**src/design/oets_pkg.sv**
```systemverilog
`default_nettype none

package oets_pkg;

   // Sequencer states: collect a set, sort it in place, stream it out
   typedef enum logic [1:0] {
      ST_LOAD = 2'd0,
      ST_SORT = 2'd1,
      ST_EMIT = 2'd2
   } oets_state_type;

   // Commands from the controller to the datapath
   typedef struct packed {
      logic load;   // write the accepted beat into the next free cell
      logic sort;   // run one compare-exchange pass
      logic odd;    // pass selects odd-index pairs
      logic emit;   // move cell 0 into the output register, shift down
   } oets_cmd_type;

   // Status back to the controller
   typedef struct packed {
      logic swap;       // current pass exchanges at least one pair
      logic count_one;  // exactly one element left in the store
   } oets_sts_type;

endpackage

`default_nettype wire

```
**src/design/oets_datapath.sv**
```systemverilog
`default_nettype none

module oets_datapath
   import oets_pkg::*;
#(
   parameter int MAX_ELEMENTS = 16,
   parameter int DATA_WIDTH   = 32
) (
   input  wire logic                         clock,
   input  wire logic                         reset,
   input  wire oets_cmd_type                 cmd,
   output oets_sts_type                      sts,
   input  wire logic signed [DATA_WIDTH-1:0] req_value,
   output logic signed [DATA_WIDTH-1:0]      rsp_sorted_value,
   output logic                              rsp_last_res,
   output logic                              rsp_overflow
);

   localparam int CW = $clog2(MAX_ELEMENTS + 1);

   logic [DATA_WIDTH-1:0] store_ff [MAX_ELEMENTS];
   logic [DATA_WIDTH-1:0] store_in [MAX_ELEMENTS];
   logic [DATA_WIDTH-1:0] right_val [MAX_ELEMENTS];
   logic [DATA_WIDTH-1:0] left_val  [MAX_ELEMENTS];
   logic [MAX_ELEMENTS-1:0] take_right;
   logic [MAX_ELEMENTS-1:0] take_left;
   logic [MAX_ELEMENTS-2:0] swp;

   logic [CW-1:0] count_ff, count_in;
   logic          overflow_ff, overflow_in;
   logic          full;

   logic signed [DATA_WIDTH-1:0] value_ff, value_in;
   logic                         last_ff, last_in;
   logic                         ovf_ff, ovf_in;

   assign full = (count_ff == CW'(MAX_ELEMENTS));

   // One comparator per pair; a pass enables the pairs of its parity
   // that lie fully inside the filled part of the store.
   for (genvar p = 0; p < MAX_ELEMENTS - 1; p++) begin : g_pair
      localparam logic PAR = 1'(p % 2);
      assign swp[p] = cmd.sort && (cmd.odd == PAR)
                   && (CW'(p + 1) < count_ff)
                   && ($signed(store_ff[p]) > $signed(store_ff[p + 1]));
   end

   // Neighbor wiring per cell
   for (genvar i = 0; i < MAX_ELEMENTS; i++) begin : g_cell
      if (i < MAX_ELEMENTS - 1) begin : g_r
         assign right_val[i]  = store_ff[i + 1];
         assign take_right[i] = swp[i];
      end else begin : g_rn
         assign right_val[i]  = store_ff[i];
         assign take_right[i] = 1'b0;
      end
      if (i > 0) begin : g_l
         assign left_val[i]  = store_ff[i - 1];
         assign take_left[i] = swp[i - 1];
      end else begin : g_ln
         assign left_val[i]  = store_ff[i];
         assign take_left[i] = 1'b0;
      end
   end

   always_comb begin
      for (int i = 0; i < MAX_ELEMENTS; i++) begin
         store_in[i] = store_ff[i];
         if (cmd.load) begin
            if (count_ff == CW'(i)) begin
               store_in[i] = req_value;
            end
         end else if (cmd.emit) begin
            store_in[i] = right_val[i];
         end else if (take_right[i]) begin
            store_in[i] = right_val[i];
         end else if (take_left[i]) begin
            store_in[i] = left_val[i];
         end
      end
   end

   always_comb begin
      count_in    = count_ff;
      overflow_in = overflow_ff;
      value_in    = value_ff;
      last_in     = last_ff;
      ovf_in      = ovf_ff;
      if (cmd.load) begin
         if (full) begin
            overflow_in = 1'b1;
         end else begin
            count_in = count_ff + CW'(1);
         end
      end else if (cmd.emit) begin
         value_in = store_ff[0];
         last_in  = sts.count_one;
         ovf_in   = overflow_ff;
         count_in = count_ff - CW'(1);
         if (sts.count_one) begin
            overflow_in = 1'b0;
         end
      end
   end

   always_ff @(posedge clock) begin
      store_ff <= store_in;
      value_ff <= value_in;
      last_ff  <= last_in;
      ovf_ff   <= ovf_in;
   end

   always_ff @(posedge clock) begin
      if (reset) begin
         count_ff    <= '0;
         overflow_ff <= 1'b0;
      end else begin
         count_ff    <= count_in;
         overflow_ff <= overflow_in;
      end
   end

   assign sts.swap      = |swp;
   assign sts.count_one = (count_ff == CW'(1));

   assign rsp_sorted_value = value_ff;
   assign rsp_last_res     = last_ff;
   assign rsp_overflow     = ovf_ff;

endmodule

`default_nettype wire

```
**src/design/oets_ctrl.sv**
```systemverilog
`default_nettype none

module oets_ctrl
   import oets_pkg::*;
(
   input  wire logic         clock,
   input  wire logic         reset,
   input  wire logic         req_valid,
   input  wire logic         req_last,
   output logic              req_stall,
   output logic              rsp_valid,
   input  wire logic         rsp_stall,
   output oets_cmd_type      cmd,
   input  wire oets_sts_type sts
);

   oets_state_type state_ff, state_in;
   logic           phase_ff, phase_in;
   logic           idle_ff, idle_in;
   logic           rsp_valid_ff, rsp_valid_in;
   logic           req_fire;
   logic           out_free;

   assign req_fire = req_valid && (state_ff == ST_LOAD);
   assign out_free = !rsp_valid_ff || !rsp_stall;

   // Next state
   always_comb begin
      state_in = state_ff;
      case (state_ff)
         ST_LOAD: begin
            if (req_fire && req_last) begin
               state_in = ST_SORT;
            end
         end
         ST_SORT: begin
            if (!sts.swap && idle_ff) begin
               state_in = ST_EMIT;
            end
         end
         ST_EMIT: begin
            if (out_free && sts.count_one) begin
               state_in = ST_LOAD;
            end
         end
         default: state_in = ST_LOAD;
      endcase
   end

   // Outputs and sequencing registers
   always_comb begin
      cmd          = '0;
      req_stall    = 1'b1;
      phase_in     = phase_ff;
      idle_in      = idle_ff;
      rsp_valid_in = rsp_valid_ff && rsp_stall;
      case (state_ff)
         ST_LOAD: begin
            req_stall = 1'b0;
            cmd.load  = req_fire;
            phase_in  = 1'b0;
            idle_in   = 1'b0;
         end
         ST_SORT: begin
            cmd.sort = 1'b1;
            cmd.odd  = phase_ff;
            phase_in = !phase_ff;
            idle_in  = !sts.swap;
         end
         ST_EMIT: begin
            if (out_free) begin
               cmd.emit     = 1'b1;
               rsp_valid_in = 1'b1;
            end
         end
         default: begin
            cmd = '0;
         end
      endcase
   end

   always_ff @(posedge clock) begin
      if (reset) begin
         state_ff     <= ST_LOAD;
         phase_ff     <= 1'b0;
         idle_ff      <= 1'b0;
         rsp_valid_ff <= 1'b0;
      end else begin
         state_ff     <= state_in;
         phase_ff     <= phase_in;
         idle_ff      <= idle_in;
         rsp_valid_ff <= rsp_valid_in;
      end
   end

   assign rsp_valid = rsp_valid_ff;

`ifndef NO_ASSERTIONS
   a_cmd_exclusive: assert property (@(posedge clock) disable iff (reset)
      $onehot0({cmd.load, cmd.sort, cmd.emit}))
      else $error("controller issued more than one datapath command");

   a_emit_room: assert property (@(posedge clock) disable iff (reset)
      cmd.emit |-> (!rsp_valid_ff || !rsp_stall))
      else $error("emit overwrote a beat still waiting at the output");

   a_final_emit: assert property (@(posedge clock) disable iff (reset)
      (cmd.emit && sts.count_one) |=> (state_ff == ST_LOAD && rsp_valid_ff))
      else $error("final element did not return the sequencer to load");

   a_sort_start: assert property (@(posedge clock) disable iff (reset)
      (state_ff == ST_SORT && $past(state_ff) == ST_LOAD) |-> (!phase_ff && !idle_ff))
      else $error("sort did not start with an even pass");
`endif

endmodule

`default_nettype wire

```
**src/design/odd_even_transposition_sorter.sv**
```systemverilog
`default_nettype none

// Load: one beat per cycle, last beat starts the sort.
// Sort: one compare-exchange pass per cycle over all pairs of its parity in
//   parallel; it runs until two passes in a row swap nothing.
// Emit: one beat per cycle from the output register while the output is not
//   stalled. The next set loads while the final beat waits.
// Reset (synchronous, active high) empties the set and clears the output valid.
module odd_even_transposition_sorter
   import oets_pkg::*;
#(
   parameter int MAX_ELEMENTS = 16,
   parameter int DATA_WIDTH   = 32
) (
   input  wire logic                         clock,
   input  wire logic                         reset,
   // request channel
   input  wire logic                         req_valid,
   output logic                              req_stall,
   input  wire logic signed [DATA_WIDTH-1:0] req_value,
   input  wire logic                         req_last,
   // response channel
   output logic                              rsp_valid,
   input  wire logic                         rsp_stall,
   output logic signed [DATA_WIDTH-1:0]      rsp_sorted_value,
   output logic                              rsp_last_res,
   output logic                              rsp_overflow
);

   oets_cmd_type cmd;
   oets_sts_type sts;

   // Sequencer: load / sort / emit, pass parity and idle-pass tracking,
   // output valid handshake.
   oets_ctrl u_ctrl (
      .clock     (clock),
      .reset     (reset),
      .req_valid (req_valid),
      .req_last  (req_last),
      .req_stall (req_stall),
      .rsp_valid (rsp_valid),
      .rsp_stall (rsp_stall),
      .cmd       (cmd),
      .sts       (sts)
   );

   // Row of element cells with a comparator between each neighbor pair.
   // Elements beyond capacity are dropped and flagged on every beat of the set.
   // Emission shifts the row toward cell 0, so no cell is read by address.
   oets_datapath #(
      .MAX_ELEMENTS (MAX_ELEMENTS),
      .DATA_WIDTH   (DATA_WIDTH)
   ) u_datapath (
      .clock            (clock),
      .reset            (reset),
      .cmd              (cmd),
      .sts              (sts),
      .req_value        (req_value),
      .rsp_sorted_value (rsp_sorted_value),
      .rsp_last_res     (rsp_last_res),
      .rsp_overflow     (rsp_overflow)
   );

endmodule

`default_nettype wire
```
**config.mk**
```make
export PLATFORM = sky130hd
export DESIGN_NAME = odd_even_transposition_sorter
export DESIGN_NICKNAME = d
export VERILOG_FILES = /design/src/design/oets_pkg.sv /design/src/design/oets_datapath.sv /design/src/design/oets_ctrl.sv /design/src/design/odd_even_transposition_sorter.sv
export SDC_FILE = /design/constraint.sdc
export NUM_CORES = 2
export LEC_CHECK = 0
export ABC_AREA = 1
export BUFFER_PORTS_ARGS = -buffer_cell sky130_fd_sc_hd__clkbuf_2
export CAP_MARGIN = 20
export CORE_UTILIZATION = 40
export DETAILED_ROUTE_END_ITERATION = 7
export GPL_ROUTABILITY_DRIVEN = 0
export SKIP_CTS_REPAIR_TIMING = 1
export SYNTH_ARGS = -nofsm -noshare
export SYNTH_HDL_FRONTEND = slang
export SYNTH_SLANG_ARGS = --single-unit
```
**constraint.sdc**
```tcl
create_clock -name clock -period 4.75 [get_ports clock]
set_clock_uncertainty 0.05 [all_clocks]
set_input_delay 1.425 -clock clock [delete_from_list [all_inputs] [get_ports clock]]
set_output_delay 1.425 -clock clock [all_outputs]
set_load 0.05 [all_outputs]
```
=== Word level (Yosys, flattened, before mapping) ===
Index checks and enable logic that the tools add are counted.

* Register bits: 557
* Bits in latches: 0
* Bits in writable memories: 0
* Bits in read-only memories: 0
* Output and inout port bits: 36
* Logic and storage cells: 281
* Memories: 0

* Add/sub/neg operators: 2
* $mul: 0
* Div/mod/pow operators: 0
* Order comparisons: 30
* Eq/ne operators: 40
* Shift-type cells: 0
* Multiplexer cells: 98
* Bitwise gates (word level): 2
* Reduce and logical (&&, ||, !) cells: 84

{| class="wikitable"
|+ Operator list
! kind !! count
|-
| 32-bit 2-to-1 mux || 78
|-
| 32-bit greater-than comparator || 15
|-
| 4-bit nonzero test || 14
|-
| 5-bit by 4-bit == test with 1-bit output, second input constant || 8
|-
| 4-bit by 5-bit < comparator with 1-bit output, first input constant || 8
|-
| 2-bit by 1-bit != test with 1-bit output, second input constant || 20
|-
| 1-bit logical AND || 37
|-
| 2-bit AND reduction || 17
|-
| 5-bit by 3-bit == test with 1-bit output, second input constant || 4
|-
| 3-bit by 5-bit < comparator with 1-bit output, first input constant || 4
|-
| 5-bit 2-to-1 mux || 3
|-
| 15-bit OR reduction || 1
|-
| 5-bit by 2-bit == test with 1-bit output, second input constant || 2
|-
| 2-bit by 5-bit < comparator with 1-bit output, first input constant || 2
|-
| 1-bit 2-to-1 mux || 10
|-
| 3-bit AND reduction || 3
|-
| 2-bit 2-to-1 mux || 4
|-
| 2-bit nonzero test || 4
|-
| 2-bit one-hot mux with 3 select lines || 1
|-
| 5-bit by 1-bit adder with 5-bit output, second input constant || 1
|-
| 5-bit by 1-bit == test with 1-bit output, second input constant || 1
|-
| 5-bit == test, second input constant || 1
|-
| 5-bit zero test || 1
|-
| 1-bit by 5-bit < comparator with 1-bit output, first input constant || 1
|-
| other kinds (10) || 16
|}

=== Longest topological paths before layout ===
* Word-level depth: 11
* Gate-level depth with buffers: 23

=== Modules after synthesis ===
From an unflattened synthesis, not the netlist that was laid out.

* Cell total of the unflattened synthesis: 5,003
* Area total of the unflattened synthesis: 40,904.2 um^2

{| class="wikitable"
|+ Modules (own cells, without submodules)
! module !! times used !! cells each !! area an instance (um^2)
|-
| oets_datapath || 1 || 4,966 || 40,660.2
|-
| oets_ctrl || 1 || 37 || 244.0
|}

=== Worst setup path after synthesis ===
No wires, ideal clock.

* Kind: input-to-reg
* Start: input port rsp_stall
* End: register u_datapath.store_ff (netlist bit u_datapath.left_val[448]) (enable)
* Setup time: 0.436 ns
* Arrival: 4.546 ns
* Data required time: 4.264 ns
* Path slack: -0.281 ns
* Stages: 8
* Path buffers: 1
* Cells stage by stage: nand2_1 -> inv_1 -> nor2_4 -> inv_2 -> buf_6 -> nand2_1 -> inv_1 -> a22oi_1

* Cells in the longest elaborated chain, start to end: 6

{| class="wikitable"
|+ RTL lines
! element !! RTL line !! RTL
|-
| start: declaration || odd_even_transposition_sorter.sv:24 || <nowiki>input wire logic rsp_stall,</nowiki>
|-
| 1-bit zero test || oets_ctrl.sv:25 || <nowiki>assign out_free = !rsp_valid_ff || !rsp_stall;</nowiki>
|-
| 1-bit logical OR || oets_ctrl.sv:25 ||
|-
| 1-bit 2-to-1 mux || oets_ctrl.sv:71 || <nowiki>if (out_free) begin</nowiki>
|-
| 1-bit 2-to-1 mux || oets_ctrl.sv:57 || <nowiki>case (state_ff)</nowiki>
|-
| 3-bit nonzero test (no line) || -- ||
|-
| 2-bit AND reduction (no line) || -- ||
|-
| end signal: assignment || oets_datapath.sv:107 || <nowiki>store_ff <= store_in;</nowiki>
|-
| end: declaration || oets_datapath.sv:21 || <nowiki>logic [DATA_WIDTH-1:0] store_ff [MAX_ELEMENTS];</nowiki>
|}

No other way between the ends.
A chain may end at the register's enable or synchronous reset.

==> results.ini <==
[flow_run]
max_cap_violations = 0

[global_route]
grt_pass1_wl_mm = 163.0
grt_overflow_total = 0
grt_max_degree = 185
grt_util_met1_pct = 26.26
grt_use_met3_pct = 2.873
grt_use_total_pct = 21.03
antenna_found_initial = 1
busiest_layer = met2
grt_pass1_vias = 29969
use_met2_pct = 36.96

[yosys]
yosysUniqueCellTypes = 47
netlist_area_um2 = 38200
avgSynthCellArea_um2 = 8.530
ys_top_cells_by_area = edfxtp_1 (43%), ha_1 (16%), o21ai_0 (9.6%)
synth_cells = 4478
yosys-top-cells-count = o21ai_0 (735), inv_1 (638), nand2_1 (602)
async_flop_share_pct = 0
synth_fp_nets = 5000
yosysTopAreaCell = edfxtp_1
ys_ff_latch = 557
synth_ff_type = edfxtp_1
synth_most_common_cell = o21ai_0
synth_edf_count = 546
synth_top_cell_area_share_pct = 42.92
yosysWarnings = 0
ys_seq_area_share_pct = 43.50

[timing]
hold_violations = 0
fin_crit_ns = 3.570
rsz0062_at_grt = no
maxSlewHeadroom_pct = 43.76
finalCritPeriodShare_pct = 75.16
worst_pin_slew_ns = 0.8436
setup_viol = 0
finalSetupTns_ns = 0
drv_slew = 0
max_freq_mhz = 280.1

[routing]
drtIter0Drc = 2259
wl_per_cell_um = 17.76
vias = 30552
totalWireLength_mm = 103.1
dr.pass1.iters = 5
remaining_drc_errors = 0
ant_nets = 0
avgViaCountPerCell = 5.263

[setup_path]
worstReg2RegStart = u_datapath.left_val[167]
critPathMaxFanout = 33
endpoint_kind = flip-flop
cp_data_arrival_time_ns = 3.83
path_class = flip-flop to flip-flop
startpoint = u_datapath.left_val[167]
worstSetupStartpointType = flip-flop
critPathRequiredTime_ns = 5.01

[status]
status = complete, no violations

[clock_network]
insertion_delay_ns = 0.62
cts.clk_slew.worst_paths_ns = 0.06
clockBufferDepth = 3
cts_sinks = 557
cts-root-buf = clkbuf_16
cts_tree = done
cts_made_buffers = 68
htree_levels = 3

[placed_design]
dp_cells = 5682
portBuffers = 72
place_hpwl_mm = 77.81

[floorplanning]
die_x_um = 311.0
rows = 112
io-pin-count = 73
start_util_pct = 40.68
die_h_um = 311.0
fp.dieArea_um2 = 96730
coreArea_um2 = 93890

[finish]
instances_no_fill = 5805
drive_gt1_share_pct = 6.418
layout.nets = 5020
syn2layout_area_growth_pct = 9.234
fillers = 9266

[hold_path]
min_path_type = flip-flop to flip-flop
min_from = u_ctrl.idle_ff

## sequential cells by signal (all words and copies together), names as in the netlist, 2 cells and up
| signal | cells |
|---|---|
| u_datapath.left_val | 480 |
| u_datapath.right_val | 32 |
| u_datapath.rsp_sorted_value | 32 |
| u_datapath.count_ff | 5 |
| u_ctrl.state_ff | 2 |
## worst paths after layout
check | cells past startpoint | endpoint | slack, ns
max | 15 | u_datapath.left_val[212] | 1.18
min | 2 | u_ctrl.idle_ff | 0.43
max reg2reg | 15 | u_datapath.left_val[212] | 1.18
min reg2reg | 2 | u_ctrl.idle_ff | 0.43
## area by class of cell
| type | instances | area, µm² | area share (%) |
|---|---|---|---|
| well taps | 1254 | 1569 | 3.760 |
| multi-input cells | 3084 | 18170 | 43.56 |
| inverters | 659 | 2484 | 5.952 |
| clock inverters | 37 | 219.0 | 0.5248 |
| repair buffers | 128 | 830.8 | 1.991 |
| flip-flops and latches | 557 | 16620 | 39.82 |
| clock buffers | 85 | 1829 | 4.384 |
| diodes | 1 | 2.502 | 0.005997 |
## cell usage in the layout (no fill, tap or decap), types with 3 or more instances in the layout
cell type | netlist | routed
a21oi_1 | 245 | 244
nor4_1 | 3 | 3
clkbuf_1 | 87 | 14
nor4_2 | 5 | 5
nand3_1 | 52 | 52
buf_12 | 0 | 4
nor2_2 | 7 | 6
o21a_1 | 28 | 28
inv_1 | 638 | 638
a31oi_1 | 5 | 5
ha_1 | 485 | 485
a21o_1 | 8 | 8
dfxtp_1 | 11 | 11
o22ai_1 | 24 | 24
nor2_4 | 4 | 5
edfxtp_1 | 546 | 546
inv_2 | 19 | 18
o211ai_1 | 3 | 3
nand3_2 | 12 | 12
clkinv_1 | 1 | 19
nor2_1 | 509 | 509
nor3_1 | 19 | 19
and3b_1 | 3 | 3
nand2_1 | 602 | 602
o21ai_0 | 735 | 735
clkbuf_2 | 0 | 72
nand2_2 | 14 | 14
nand4_1 | 32 | 32
clkinv_2 | 0 | 15
o21ai_1 | 261 | 261
o21bai_1 | 9 | 9
buf_4 | 18 | 52
clkbuf_16 | 0 | 71
## through the flow
stage	utilization [%]	hold slack [ns]	cell area [µm²]	setup slack [ns]
5_1_grt	44.44	0.4526	41730	0.8742
3_3_place_gp	42.26	0.4128	39670	0.7533
3_5_place_dp	42.26	0.4141	39670	0.7139
6_report	44.44	0.4288	41730	1.180
4_1_cts	44.44	0.4247	41720	1.082
2_1_floorplan	-	0.3519	38200	0.4075
## metal layers
| metal | share of wire, % | vias to the layer above |
|---|---|---|
| met5 | 0 | - |
| met2 | 48 | 676 |
| li1 | - | 15374 |
| met4 | 3.0 | 0 |
| met3 | 4.7 | 153 |
| met1 | 44 | 14349 |
## worst max-delay path: stages (launching register included)
cell and delay [ns]:
edfxtp_1 0.44, inv_1 0.08, ha_1 0.30, nand2_1 0.08
nor2_1 0.37, nand2_1 0.10, nand2_1 0.13, nand2_1 0.07
nand2_1 0.10, nand2_1 0.08, nand3_1 0.08, nand3_1 0.14
nand2_2 0.53, inv_2 0.39, o21ai_0 0.26, o21ai_1 0.09
## kinds of logic (layout without fill, tap and decap cells)
| logic type | count (synthesis) | count (layout) | synth area share, % |
|---|---|---|---|
| compound gates | 1325 | 1325 | 17.84 |
| xor+xnor | 1 | 1 | 0.02293 |
| flops | 557 | 557 | 43.50 |
| simple gates | 1273 | 1273 | 13.78 |
| fa+ha+maj | 485 | 485 | 15.89 |
| buf+inv | 837 | 909 | 8.975 |
| other cells | 0 | 1 | 0 |
Power is left out: the tool's default activity adds up to more than one toggle a clock period on the data nets, which glitch-free logic cannot reach.
